### src/rtl/core/i2a_pkg.sv
// Package for the integer to ASCII digits block: word types, mode codes,
// character codes, controller states and the control interface structs.
// No dependencies.
`default_nettype none
package i2a_pkg;

  localparam int VALUE_W  = 32;
  localparam int NDIGITS  = 10;
  localparam int PTR_W    = 4;
  localparam int CNT_W    = 5;

  localparam logic [1:0] MODE_HEX  = 2'd0;
  localparam logic [1:0] MODE_UDEC = 2'd1;
  localparam logic [1:0] MODE_SDEC = 2'd2;

  localparam logic [7:0] CHAR_ZERO  = 8'h30;
  localparam logic [7:0] CHAR_A     = 8'h41;
  localparam logic [7:0] CHAR_MINUS = 8'h2D;

  typedef struct packed {
    logic [1:0]         mode;
    logic [VALUE_W-1:0] value;
  } in_word_t;

  typedef struct packed {
    logic [7:0] character;
    logic       last;
  } out_word_t;

  typedef enum logic [2:0] {
    ST_IDLE,
    ST_CONV,
    ST_PREP,
    ST_SIGN,
    ST_DIGIT
  } state_t;

  typedef struct packed {
    logic load;
    logic step;
    logic prep;
    logic advance;
    logic sel_sign;
  } dp_cmd_t;

  typedef struct packed {
    logic hex;
    logic neg;
    logic ptr_zero;
  } dp_status_t;

  function automatic logic [7:0] digit_char(input logic [3:0] d);
    logic [7:0] c;
    if (d < 4'd10) begin
      c = CHAR_ZERO + {4'd0, d};
    end else begin
      c = CHAR_A + {4'd0, d} - 8'd10;
    end
    return c;
  endfunction

endpackage
`default_nettype wire

### src/rtl/core/integer_to_ascii_digits_top.sv
// Top level of the integer to ASCII digits block: controller plus datapath.
// Depends on i2a_pkg, i2a_ctrl and i2a_datapath.
//
// Takes one number per input word (mode and 32-bit value) and returns its
// ASCII characters most significant first, one per output word, with last
// set on the final one. Hex numbers are upper case with no prefix; signed
// decimal negatives print '-' then the magnitude. One number is handled at a
// time. Decimal numbers go through the one-bit-per-cycle shift-and-add-3
// binary to BCD loop, while hex numbers skip it. in_ready is high only
// between numbers.
`default_nettype none
module integer_to_ascii_digits_top (
  input  wire logic               clk,
  input  wire logic               rst_n,
  input  wire logic               in_valid,
  output logic                    in_ready,
  input  wire i2a_pkg::in_word_t  in_data,
  output logic                    out_valid,
  input  wire logic               out_ready,
  output i2a_pkg::out_word_t      out_data
);
  import i2a_pkg::*;

  dp_cmd_t    cmd;
  dp_status_t status;

  i2a_ctrl u_ctrl (
    .clk       (clk),
    .rst_n     (rst_n),
    .in_valid  (in_valid),
    .in_ready  (in_ready),
    .out_valid (out_valid),
    .out_ready (out_ready),
    .status    (status),
    .cmd       (cmd)
  );

  i2a_datapath u_dp (
    .clk      (clk),
    .in_data  (in_data),
    .cmd      (cmd),
    .status   (status),
    .out_data (out_data)
  );

endmodule
`default_nettype wire

### src/rtl/core/i2a_datapath.sv
// Datapath: operand load, shift-and-add-3 binary to BCD conversion, leading
// zero search and character selection. Depends on i2a_pkg.
`default_nettype none
module i2a_datapath (
  input  wire logic               clk,
  input  wire i2a_pkg::in_word_t  in_data,
  input  wire i2a_pkg::dp_cmd_t   cmd,
  output i2a_pkg::dp_status_t     status,
  output i2a_pkg::out_word_t      out_data
);
  import i2a_pkg::*;

  logic [VALUE_W-1:0]            bin_r, bin_nxt;
  logic [NDIGITS-1:0][3:0]       bcd_r, bcd_nxt;
  logic [PTR_W-1:0]              ptr_r, ptr_nxt;
  logic                          neg_r, neg_nxt;
  logic                          hex_r, hex_nxt;
  logic [NDIGITS-1:0][3:0]       adj;
  logic [PTR_W-1:0]              top_idx;
  logic                          load_neg;
  logic [VALUE_W-1:0]            load_mag;

  assign load_neg = (in_data.mode == MODE_SDEC) && in_data.value[VALUE_W-1];
  assign load_mag = load_neg ? (~in_data.value + 32'd1) : in_data.value;

  always_comb begin
    // Digits of five or more get three added before each doubling.
    for (int i = 0; i < NDIGITS; i++) begin
      adj[i] = (bcd_r[i] >= 4'd5) ? (bcd_r[i] + 4'd3) : bcd_r[i];
    end
    top_idx = '0;
    for (int i = 0; i < NDIGITS; i++) begin
      if (bcd_r[i] != 4'd0) begin
        top_idx = PTR_W'(i);
      end
    end
  end

  always_comb begin
    bin_nxt = bin_r;
    bcd_nxt = bcd_r;
    ptr_nxt = ptr_r;
    neg_nxt = neg_r;
    hex_nxt = hex_r;
    if (cmd.load) begin
      neg_nxt = load_neg;
      hex_nxt = (in_data.mode == MODE_HEX);
      bin_nxt = load_mag;
      if (in_data.mode == MODE_HEX) begin
        bcd_nxt = {8'd0, in_data.value};
      end else begin
        bcd_nxt = '0;
      end
    end else if (cmd.step) begin
      // The top digit of a 32-bit value never exceeds 4, so its high bit drops out.
      bcd_nxt = {adj[NDIGITS-1][2:0], adj[NDIGITS-2:0], bin_r[VALUE_W-1]};
      bin_nxt = {bin_r[VALUE_W-2:0], 1'b0};
    end else if (cmd.prep) begin
      ptr_nxt = top_idx;
    end else if (cmd.advance) begin
      ptr_nxt = ptr_r - PTR_W'(1);
    end
  end

  always_ff @(posedge clk) begin
    bin_r <= bin_nxt;
    bcd_r <= bcd_nxt;
    ptr_r <= ptr_nxt;
    neg_r <= neg_nxt;
    hex_r <= hex_nxt;
  end

  assign status.hex      = hex_r;
  assign status.neg      = neg_r;
  assign status.ptr_zero = (ptr_r == '0);

  always_comb begin
    if (cmd.sel_sign) begin
      out_data.character = CHAR_MINUS;
      out_data.last      = 1'b0;
    end else begin
      out_data.character = digit_char(bcd_r[ptr_r]);
      out_data.last      = (ptr_r == '0);
    end
  end

endmodule
`default_nettype wire

### src/rtl/core/i2a_ctrl.sv
// Controller state machine: sequences load, conversion, leading zero search
// and character emission. Depends on i2a_pkg.
`default_nettype none
module i2a_ctrl (
  input  wire logic                clk,
  input  wire logic                rst_n,
  input  wire logic                in_valid,
  output logic                     in_ready,
  output logic                     out_valid,
  input  wire logic                out_ready,
  input  wire i2a_pkg::dp_status_t status,
  output i2a_pkg::dp_cmd_t         cmd
);
  import i2a_pkg::*;

  state_t           state_r, state_nxt;
  logic [CNT_W-1:0] cnt_r, cnt_nxt;

  always_ff @(posedge clk) begin
    if (!rst_n) begin
      state_r <= ST_IDLE;
      cnt_r   <= '0;
    end else begin
      state_r <= state_nxt;
      cnt_r   <= cnt_nxt;
    end
  end

  always_comb begin
    state_nxt = state_r;
    cnt_nxt   = cnt_r;
    cmd       = '0;
    in_ready  = 1'b0;
    out_valid = 1'b0;
    unique case (state_r)
      ST_IDLE: begin
        in_ready = 1'b1;
        if (in_valid) begin
          cmd.load  = 1'b1;
          cnt_nxt   = '0;
          state_nxt = ST_CONV;
        end
      end
      ST_CONV: begin
        // Hex digits are loaded directly, so conversion is skipped.
        if (status.hex) begin
          state_nxt = ST_PREP;
        end else begin
          cmd.step = 1'b1;
          cnt_nxt  = cnt_r + CNT_W'(1);
          if (cnt_r == CNT_W'(VALUE_W - 1)) begin
            state_nxt = ST_PREP;
          end
        end
      end
      ST_PREP: begin
        cmd.prep  = 1'b1;
        state_nxt = status.neg ? ST_SIGN : ST_DIGIT;
      end
      ST_SIGN: begin
        out_valid    = 1'b1;
        cmd.sel_sign = 1'b1;
        if (out_ready) begin
          state_nxt = ST_DIGIT;
        end
      end
      ST_DIGIT: begin
        out_valid = 1'b1;
        if (out_ready) begin
          if (status.ptr_zero) begin
            state_nxt = ST_IDLE;
          end else begin
            cmd.advance = 1'b1;
          end
        end
      end
      default: begin
        state_nxt = ST_IDLE;
      end
    endcase
  end

endmodule
`default_nettype wire

### config.mk
export PLATFORM = sky130hd
export DESIGN_NAME = integer_to_ascii_digits_top
export DESIGN_NICKNAME = d
export VERILOG_FILES = /design/src/rtl/core/i2a_pkg.sv /design/src/rtl/core/integer_to_ascii_digits_top.sv /design/src/rtl/core/i2a_datapath.sv /design/src/rtl/core/i2a_ctrl.sv
export SDC_FILE = /design/constraint.sdc
export NUM_CORES = 1
export LEC_CHECK = 0
export BUFFER_PORTS_ARGS = -buffer_cell sky130_fd_sc_hd__buf_2
export CAP_MARGIN = 15
export CELL_PAD_IN_SITES_DETAIL_PLACEMENT = 0
export CELL_PAD_IN_SITES_GLOBAL_PLACEMENT = 1
export CORE_ASPECT_RATIO = 0.75
export CORE_MARGIN = 4
export CORE_UTILIZATION = 39
export CTS_CLUSTER_SIZE = 16
export DETAILED_ROUTE_END_ITERATION = 10
export GPL_ROUTABILITY_DRIVEN = 0
export HOLD_SLACK_MARGIN = 0.02
export PLACE_DENSITY = 0.69
export RECOVER_POWER = 100
export SYNTH_ARGS = -nofsm -noshare
export SYNTH_HDL_FRONTEND = slang
export SYNTH_HIERARCHICAL = 1
export SYNTH_SLANG_ARGS = --single-unit
export TNS_END_PERCENT = 30
### constraint.sdc
create_clock -name clk -period 5.08 [get_ports clk]
set_input_delay 0.254 -clock clk [delete_from_list [all_inputs] [get_ports clk]]
set_output_delay 0.254 -clock clk [all_outputs]
set_load 0.05 [all_outputs]
# [Word level (Yosys, flattened, before mapping)]
# Index checks and enable logic that the tools add are counted.
[word_totals] reg_bits=86 out_inout_bits=11 elab_cells=132
[op_classes] n_addsub=16 n_lt_le_gt_ge=12 n_eq_ne=12 muxes=53 bitwise_logic=3 n_reduce_logical=20
[op_table] op="2-to-1 mux 32 bit" count=4
[op_table] op="2-to-1 mux 40 bit" count=2
[op_table] op="2-to-1 mux 4 bit" count=14
[op_table] op="greater-or-equal comparator 4 x 3 -> 1 bit (second input constant)" count=10
[op_table] op="adder 4 x 2 -> 4 bit (second input constant)" count=9
[op_table] op="2-to-1 mux 3 bit" count=12
[op_table] op="nonzero test 4 bit" count=9
[op_table] op="adder 32 x 1 -> 32 bit (second input constant)" count=1
[op_table] op="inverter 32 bit" count=1
[op_table] op="binary-select mux 4 bit (select 4 bit)" count=1
[op_table] op="one-hot mux 3 bit (5 select lines)" count=1
[op_table] op="2-to-1 mux 1 bit" count=12
[op_table] op="2-to-1 mux 5 bit" count=2
[op_table] op="inequality test 2 bit (second input constant)" count=5
[op_table] op="one-hot mux 5 bit (2 select lines)" count=1
[op_table] op="2-to-1 mux 9 bit" count=1
[op_table] op="adder 7 x 4 -> 8 bit (first input constant)" count=1
[op_table] op="2-to-1 mux 8 bit" count=1
[op_table] op="subtractor 8 x 4 -> 8 bit (second input constant)" count=1
[op_table] op="adder 6 x 4 -> 7 bit (first input constant)" count=1
[op_table] op="== test 3 x 2 -> 1 bit (second input constant)" count=2
[op_table] op="AND reduction 3 bit" count=2
[op_table] op="nonzero test 2 bit" count=3
[op_table] op="adder 5 x 1 -> 5 bit (second input constant)" count=1
[op_table] op="17 further kinds" count=19

# [Depth between registers and ports, before layout]
# Gate-level depths: netlist of the first run.
[logic_depth] word_depth=11 depth_mapped=9 mapped_depth_nobuf=8

# [Hierarchy]
# Netlist of the first run, hierarchy kept.
[modules_own_cells] module="i2a_datapath" instances=1 cells_per_inst=584 area_each_um2=5432.7
[modules_own_cells] module="i2a_ctrl" instances=1 cells_per_inst=61 area_each_um2=488.0

# [Worst setup path after synthesis of the first run]
# Ideal clock, no wire load.
[synth_path] path_kind="reg-to-output" start="reg u_dp.ptr_r[0]" end="out out_data[2] (netlist bit)" t_arrival_ps=2954 t_required_ps=4826 slack_ps=1872 stages_incl_launch_ff=8 path_cell_list="edfxtp_1 > buf_2 > mux2i_1 > mux4_2 > o22ai_2 > inv_1 > ha_1 > a211oi_1"
[synth_lines] item="start: declaration" line_no="i2a_datapath.sv:15" source="logic [PTR_W-1:0] ptr_r, ptr_nxt;"
[synth_lines] item="start signal: assignment" line_no="i2a_datapath.sv:68" source="ptr_r <= ptr_nxt;"
[synth_lines] item="end: declaration" line_no="integer_to_ascii_digits_top.sv:20" source="output i2a_pkg::out_word_t out_data"

==> flow_summary.json, run 1 <==
{
  "track_usage_pct": 17.18,
  "cts_tree": "built",
  "power.density_nw_per_um2": 387.6,
  "critPathCaptureType": "primary output",
  "max_cap_violations": 0,
  "fin_worst_skew_ns": 0.005436,
  "slew-limit-headroom_pct": 17.46,
  "finalCriticalPeriod_ns": 3.870,
  "ys_seq_area_share_pct": 42.27,
  "cts_made_buffers": 9,
  "hold_path.startpoint": "rst_n",
  "rsz0062_at_grt": "false",
  "synthesis.area_um2": 5921,
  "hold_class": "in -> reg",
  "antenna_cells": 0,
  "fin_nets": 739,
  "rows": 38,
  "post_cts_buffers": 0,
  "ys_top_cells_by_area": "edfxtp_1 (40%), a21oi_1 (6.2%), ha_1 (5.3%)",
  "routedWlPerCell_um": 16.54,
  "async_reset_ff_share_pct": 0,
  "seq_power_share_pct": 45.0,
  "via_per_inst": 5.409,
  "synthFlopType": "edfxtp_1",
  "firstDrtPassIters": 5,
  "seq_area_um2": 2502,
  "ys_ff_latch": 86,
  "core_area_um2": 14640,
  "synth_area_leader_cell": "edfxtp_1",
  "multiInputGateArea_um2": 3131,
  "io_buffers": 47,
  "overflow": 0,
  "die_h_um": 114.7,
  "die_area_um2": 17240,
  "yosysWarnings": 6,
  "syn_inst": 645,
  "timing.fmax_ghz": 0.2584,
  "p_leak_uw": 0.002397,
  "grt_antenna_before_repair": 0,
  "cts_resized": 0,
  "critPathRequiredTime_ns": 4.83,
  "setup_viol": 0,
  "grt_first_pass_wirelength_mm": 23.41,
  "drc": 0,
  "hpwl_mm": 10.67,
  "arrival_ns": 3.62,
  "slowest_delay_ns": 1.02,
  "die_w_um": 150.3,
  "period_share_pct": 76.18,
  "crit_slowest_cell": "edfxtp_1",
  "power.share.switching_pct": 35.70,
  "start_kind": "flop",
  "post-synth-top-area-fraction_pct": 39.56,
  "power_frac_comb_pct": 31.8,
  "slew_violations": 0,
  "num_vias": 4760,
  "wl_mm": 14.56,
  "cts_root_buf": "clkbuf_16",
  "p_total_uw": 2525,
  "startpoint": "u_dp/ptr_r[0]$_DFFE_PP_",
  "layout_common_cells": "nor2_1 (82), edfxtp_1 (78), a21oi_1 (73)",
  "internal-power_uw": 1623,
  "final_hold_viol_count": 0,
  "io-pin-count": 49,
  "cts_hold_buf": 0,
  "grt_pass1_vias": 4486,
  "synth-edff-count": 78,
  "clk_latency_ns": 0.34,
  "outcome": "complete, no violations",
  "yosys.cell_types.count": 59,
  "critPathBufInv": 1,
  "cts_max_path_buffers": 2,
  "worst_pin_slew_ns": 1.238,
  "critPathKind": "reg -> out",
  "syn-mean-instance-area_um2": 9.179,
  "final_common_cell": "nor2_1",
  "cp_top_family": "flip-flops",
  "pwr-share-clk_pct": 23.3,
  "area_growth_pct": 10.02,
  "antenna_left": 0,
  "h-tree-depth": 3,
  "start_util_pct": 40.43,
  "grt_max_degree": 66,
  "crit_chain": "mux2i_1, mux4_2, o22ai_1, o21ai_0, and2_1, o21ai_1, clkbuf_1",
  "switchingPower_uw": 901.3,
  "drtIter0Drc": 276,
  "fillers": 1510,
  "cts_sinks": 86,
  "syn-num-nets": 708,
  "drive_above_1_share_pct": 9.853,
  "path_clk_slew_ns": 0.06,
  "r2r_start": "u_ctrl/state_r[0]$_SDFFE_PN0P_",
  "ir_drop_v": 0.0002216,
  "path_max_fanout": 21,
  "setup-tns-final_ns": 0
}
[area by class of cell]
cell class,instances,share of cell area (%)
multi-input cells,493,48.06
well taps,200,3.842
repair buffers,51,3.746
flip-flops and latches,86,38.42
clock inverters,6,0.4610
inverters,35,2.017
clock buffers,9,3.458
[worst paths after layout]
kind / slack [ns] / end / cells after the start
worst min-delay path: 0.20 / u_ctrl/state_r[2]$_SDFFE_PN0P_ / 2
worst max-delay path: 1.21 / out_data[1] / 7
worst max register to register: 1.70 / u_dp/bin_r[29]$_DFFE_PN_ / 6
worst min register to register: 0.48 / u_ctrl/cnt_r[4]$_SDFFE_PN0P_ / 2
[per-stage QoR]
stage	util [%]	hold WS, ns	instances	setup slack (ns)	cell area [um^2]
2_1_floorplan	-	0.3717	645	1.872	5921
4_1_cts	44.81	0.1866	880	1.563	6563
6_report	44.48	0.2015	880	1.210	6514
3_5_place_dp	43.07	0.4580	865	1.940	6307
5_1_grt	44.48	0.2201	880	0.9584	6514
3_3_place_gp	43.07	0.4419	865	2.047	6307
[logic make-up (layout without fill, tap and decap cells)]
logic type / count (synthesis) / after routing / synth area share, %
AO/OA/AOI/OAI: 168 / 168 / 16.97
XOR/XNOR: 44 / 44 / 6.509
adder cells (fa/ha/maj): 25 / 25 / 5.283
buffers and inverters: 66 / 101 / 4.480
flip-flops: 86 / 86 / 42.27
multiplexers: 23 / 23 / 4.945
other: 1 / 1 / 0.06334
AND/OR/NAND/NOR: 232 / 232 / 19.48
[flip-flops by register name, summed over array words and instances, names as in the netlist]
name / cells
u_dp/bin_r: 32
u_ctrl/cnt_r: 5
u_dp/neg_r: 1
u_dp/bcd_r: 40
u_dp/hex_r: 1
u_ctrl/state_r: 3
u_dp/ptr_r: 4
[power by group through the flow]
stage	logic (uW)	clock network [uW]	registers, uW
2_1_floorplan	640	0	1080
4_1_cts	816	605	1130
3_3_place_gp	787	0	1150
3_5_place_dp	809	0	1150
5_1_grt	906	634	1150
6_report	802	587	1140
[per-layer routing]
metal | up-vias | global-route usage (%) | part of all wire [%]
met4 | 0 | 3.169 | 0.76
met1 | 2262 | 26.42 | 53
met2 | 93 | 24.60 | 42
met5 | - | 0 | 0
met3 | 8 | 4.234 | 4.3
li1 | 2397 | - | -
[cells in the mapped netlist (4+ instances only)]
library cell / instances
o31ai_1: 7
o22ai_1: 8
nor4_1: 5
mux4_2: 5
buf_1: 4
inv_1: 33
dfxtp_1: 8
and2_1: 4
nor2_1: 81
nand3b_1: 5
o21ai_0: 38
xnor2_1: 28
buf_4: 4
ha_1: 25
a21oi_1: 73
mux2i_1: 18
nand2b_1: 14
nor3b_1: 14
a211oi_1: 4
nor3_1: 13
and3_1: 4
nand3_1: 33
edfxtp_1: 78
nand2_1: 39
clkbuf_1: 21
xor2_1: 16
Power figures use the tool's default switching activity.
==> run 2: changes to the inputs <==
- clock period: 5.08 -> 3.7 ns (I/O delays scaled with it)
==> flow_summary.json, run 2 (synthesis results as in run 1) <==
{
  "hold_path.startpoint": "rst_n",
  "routedWlPerCell_um": 16.61,
  "die_h_um": 114.7,
  "p_leak_uw": 0.002427,
  "crit_slowest_cell": "edfxtp_1",
  "start_kind": "flop",
  "rows": 38,
  "timing.fmax_ghz": 0.2931,
  "fin_worst_skew_ns": 0.01134,
  "final_hold_viol_count": 0,
  "largest_reg_flops": 40,
  "antenna_cells": 0,
  "violations": "max-capacitance violations, max-slew violations",
  "die_w_um": 150.3,
  "r2r_start": "u_ctrl/state_r[0]$_SDFFE_PN0P_",
  "slowest_delay_ns": 0.90,
  "largest-register": "u_dp/bcd_r",
  "slew_violations": 21,
  "track_usage_pct": 17.29,
  "firstDrtPassIters": 5,
  "drc": 0,
  "max_cap_violations": 1,
  "grtUsageMet2_pct": 24.46,
  "critPathKind": "reg -> out",
  "hpwl_mm": 10.64,
  "grt_first_pass_wirelength_mm": 23.65,
  "setup-tns-final_ns": 0,
  "cts_tree": "built",
  "path_clk_slew_ns": 0.06,
  "io-pin-count": 49,
  "hold_class": "in -> reg",
  "io_buffers": 47,
  "setup_viol": 0,
  "cts_hold_buf": 0,
  "grt_use_met1_pct": 26.55,
  "drive_above_1_share_pct": 10.70,
  "worst_pin_slew_ns": 1.521,
  "outcome": "complete, but fails checks",
  "r2r_slack_ns": 0.38,
  "layout_common_cells": "nor2_1 (82), edfxtp_1 (78), a21oi_1 (73)",
  "period_share_pct": 92.20,
  "drtIter0Drc": 319,
  "cts_resized": 0,
  "via_per_inst": 5.505,
  "rsz0062_at_grt": "false",
  "finalCriticalPeriod_ns": 3.411,
  "path_depth": 9,
  "reg.largest.list": "u_dp/bcd_r (40), u_dp/bin_r (32), u_ctrl/cnt_r (5)",
  "cts_root_buf": "clkbuf_16",
  "grt_use_met3_pct": 3.680,
  "whs_ns": 0.1296,
  "cts_max_path_buffers": 2,
  "cp_top_family": "flip-flops",
  "rr_worst_depth": 4,
  "critPathCaptureType": "primary output",
  "grt.busiest_layer": "met1",
  "start_util_pct": 40.43,
  "arrival_ns": 3.23,
  "crit_chain": "mux2i_1, mux4_2, o22ai_2, inv_1, ha_1, nand2_1, nor3_1, a211o_1, clkbuf_2",
  "area_growth_pct": 10.82,
  "path_max_fanout": 18,
  "fin_nets": 740,
  "clk_latency_ns": 0.35,
  "final_common_cell": "nor2_1",
  "grt_antenna_before_repair": 0,
  "cts_made_buffers": 9,
  "wl_mm": 14.65,
  "slew-limit-headroom_pct": -1.424,
  "critPathBufInv": 2,
  "crit_path_end": "out_data[3]",
  "num_vias": 4855,
  "ir_drop_v": 0.0002569,
  "grt_max_degree": 130,
  "h-tree-depth": 3,
  "core_area_um2": 14640,
  "r2r-end": "u_dp/bin_r[4]$_DFFE_PN_",
  "critPathRequiredTime_ns": 3.51,
  "overflow": 0,
  "antenna_left": 0,
  "die_area_um2": 17240,
  "startpoint": "u_dp/ptr_r[0]$_DFFE_PP_",
  "post_cts_buffers": 0,
  "grt_pass1_vias": 4536,
  "power.density_nw_per_um2": 530.5,
  "cts_sinks": 86
}
run 2: cell count changes in the layout (fill, tap and decap cells not counted):
cell        change
clkbuf_2        +3
clkinv_1        -2
o22ai_1         -2
o22ai_2         +2
buf_12          +1
buf_2           +1
buf_4           +1
buf_6           +1
clkbuf_1        -1
clkinv_2        -1
clkinvlp_4      -1
or2_0           +1
or2_2           -1
run 2: final cells by class:
cell class	instances	area, um^2
repair buffers	52	280.3
inverters	35	131.4
flip-flops and latches	86	2502
fillers	1468	8083
multi-input cells	493	3143
clock buffers	14	244.0
well taps	200	250.2
clock inverters	2	10.01
run 2: how the worst min path moves through the flow:
stage	end	slack, ns	cells after the start
floorplan	u_ctrl/state_r[2]$_SDFFE_PN0P_	0.30	1
global placement	u_ctrl/cnt_r[4]$_SDFFE_PN0P_	0.44	2
detailed placement	u_ctrl/cnt_r[4]$_SDFFE_PN0P_	0.45	2
CTS	u_ctrl/state_r[2]$_SDFFE_PN0P_	0.12	2
global route	u_ctrl/state_r[2]$_SDFFE_PN0P_	0.13	2
finish	u_ctrl/state_r[2]$_SDFFE_PN0P_	0.13	2
run 2: where the power goes:
part / switching, uW / internal, uW
Sequential: 206 / 1360
Clock: 361 / 454
Combinational: 665 / 439
run 2: through the flow:
stage / power [uW] / area (um^2) / std cells / worst slack, ns / utilization [%]
2_1_floorplan: 2368 / 5921 / 645 / 0.5613 / -
3_3_place_gp: 2664 / 6340 / 866 / 0.8511 / 43.29
3_5_place_dp: 2690 / 6340 / 866 / 0.6857 / 43.29
4_1_cts: 3524 / 6594 / 882 / 0.3058 / 45.03
5_1_grt: 3727 / 6561 / 882 / 0.08748 / 44.81
6_report: 3481 / 6561 / 882 / 0.2886 / 44.81
run 2: layer usage:
| metal | vias up | routed length, um |
|---|---|---|
| met5 | - | 0 |
| met4 | 0 | 225 |
| met3 | 22 | 771 |
| met2 | 121 | 6003 |
| met1 | 2311 | 7652 |
| li1 | 2401 | - |
==> run 3: changes to the inputs <==
- CELL_PAD_IN_SITES_DETAIL_PLACEMENT: 0 -> 1
==> flow_summary.json, run 3 (synthesis results as in run 1) <==
{
  "cts_sinks": 86,
  "cts_resized": 0,
  "grt_first_pass_wirelength_mm": 26.25,
  "grt_antenna_before_repair": 0,
  "die_w_um": 150.3,
  "io_buffers": 47,
  "cts_made_buffers": 9,
  "via_per_inst": 5.622,
  "reg.largest.list": "u_dp/bcd_r (40), u_dp/bin_r (32), u_ctrl/cnt_r (5)",
  "slowest_delay_ns": 0.90,
  "outcome": "complete, no violations",
  "track_usage_pct": 19.33,
  "drc": 0,
  "clk_latency_ns": 0.34,
  "drive_above_1_share_pct": 10.85,
  "worst_pin_slew_ns": 1.487,
  "setup_viol": 0,
  "cp_top_family": "flip-flops",
  "crit_path_end": "out_data[3]",
  "critPathKind": "reg -> out",
  "largest_reg_flops": 40,
  "startpoint": "u_dp/ptr_r[0]$_DFFE_PP_",
  "final_hold_viol_count": 0,
  "r2r-end": "u_dp/bin_r[11]$_DFFE_PN_",
  "critPathBufInv": 2,
  "timing.fmax_ghz": 0.2926,
  "arrival_ns": 3.23,
  "io-pin-count": 49,
  "ir_drop_v": 0.0002677,
  "power.density_nw_per_um2": 544.8,
  "post_cts_buffers": 0,
  "path_clk_slew_ns": 0.06,
  "hpwl_mm": 11.83,
  "layout_common_cells": "nor2_1 (82), edfxtp_1 (78), a21oi_1 (73)",
  "grt_max_degree": 130,
  "drtIter0Drc": 333,
  "hold_class": "in -> reg",
  "finalCriticalPeriod_ns": 3.417,
  "overflow": 0,
  "r2r_slack_ns": 0.38,
  "largest-register": "u_dp/bcd_r",
  "crit_chain": "mux2i_1, mux4_2, o22ai_2, inv_1, ha_1, nand2_1, nor3_1, a211o_1, clkbuf_2",
  "cts_root_buf": "clkbuf_16",
  "routedWlPerCell_um": 18.17,
  "slew_violations": 0,
  "r2r_start": "u_ctrl/state_r[0]$_SDFFE_PN0P_",
  "grt_pass1_vias": 4954,
  "slew-limit-headroom_pct": 0.8699,
  "rows": 38,
  "critPathRequiredTime_ns": 3.51,
  "num_vias": 4959,
  "die_h_um": 114.7,
  "h-tree-depth": 3,
  "setup-tns-final_ns": 0,
  "cts_hold_buf": 0,
  "cts_max_path_buffers": 2,
  "crit_slowest_cell": "edfxtp_1",
  "final_common_cell": "nor2_1",
  "wl_mm": 16.03,
  "antenna_cells": 0,
  "start_kind": "flop",
  "final_core_util_pct": 44.99,
  "fin_worst_skew_ns": 0.006402,
  "antenna_left": 0,
  "rsz0062_at_grt": "false",
  "fin_nets": 740,
  "path_depth": 9,
  "die_area_um2": 17240,
  "period_share_pct": 92.36,
  "firstDrtPassIters": 5,
  "cts_tree": "built",
  "core_area_um2": 14640,
  "max_cap_violations": 0,
  "p_leak_uw": 0.002440,
  "critPathCaptureType": "primary output",
  "area_growth_pct": 11.28,
  "rr_worst_depth": 4,
  "start_util_pct": 40.43,
  "path_max_fanout": 18
}
-- run 3: routing by layer --
layer / part of all wire (%) / vias up / GRT usage (%) / routed length, um
li1: - / 2403 / - / -
met1: 50 / 2452 / 28.29 / 8047
met2: 45 / 92 / 29.50 / 7197
met3: 4.1 / 12 / 4.393 / 664
met4: 0.74 / 0 / 3.961 / 118
met5: 0 / - / 0 / 0
-- run 3: worst min path at each step --
stage / start / endpoint / slack [ns] / cells after the start
detailed placement: u_ctrl/cnt_r[4]$_SDFFE_PN0P_ / u_ctrl/cnt_r[4]$_SDFFE_PN0P_ / 0.45 / 2
global route: rst_n / u_ctrl/state_r[2]$_SDFFE_PN0P_ / 0.13 / 2
global placement: u_ctrl/cnt_r[4]$_SDFFE_PN0P_ / u_ctrl/cnt_r[4]$_SDFFE_PN0P_ / 0.44 / 2
finish: rst_n / u_ctrl/state_r[2]$_SDFFE_PN0P_ / 0.13 / 2
floorplan: rst_n / u_ctrl/state_r[2]$_SDFFE_PN0P_ / 0.30 / 1
CTS: rst_n / u_ctrl/state_r[2]$_SDFFE_PN0P_ / 0.13 / 2
-- run 3: final cells by class --
cell class                 count  area [um^2]
clock inverter                 1        3.754
inverter                      35        131.4
multi-input combinational    493         3143
sequential                    86         2502
tap                          200        250.2
clock buffer                  15        277.8
fill                        1746         8055
timing repair buffer          52        280.3
-- run 3: report_power, final --
group / leakage (uW) / switching (uW) / total, uW / internal [uW]
clock: 0.000138 / 366 / 875 / 509
combinational: 0.00148 / 700 / 1140 / 442
sequential: 0.000826 / 215 / 1570 / 1360
total: 0.00244 / 1280 / 3590 / 2310
-- run 3: metrics by stage --
stage	power (uW)	instances	setup WS [ns]	area, um^2	hold slack, ns
3_3_place_gp	2664	866	0.8511	6340	0.4415
5_1_grt	3842	882	0.1141	6589	0.1336
3_5_place_dp	2736	866	0.6951	6340	0.4539
4_1_cts	3629	882	0.3058	6621	0.1251
6_report	3589	882	0.2828	6589	0.1338
2_1_floorplan	2368	645	0.5613	5921	0.3027
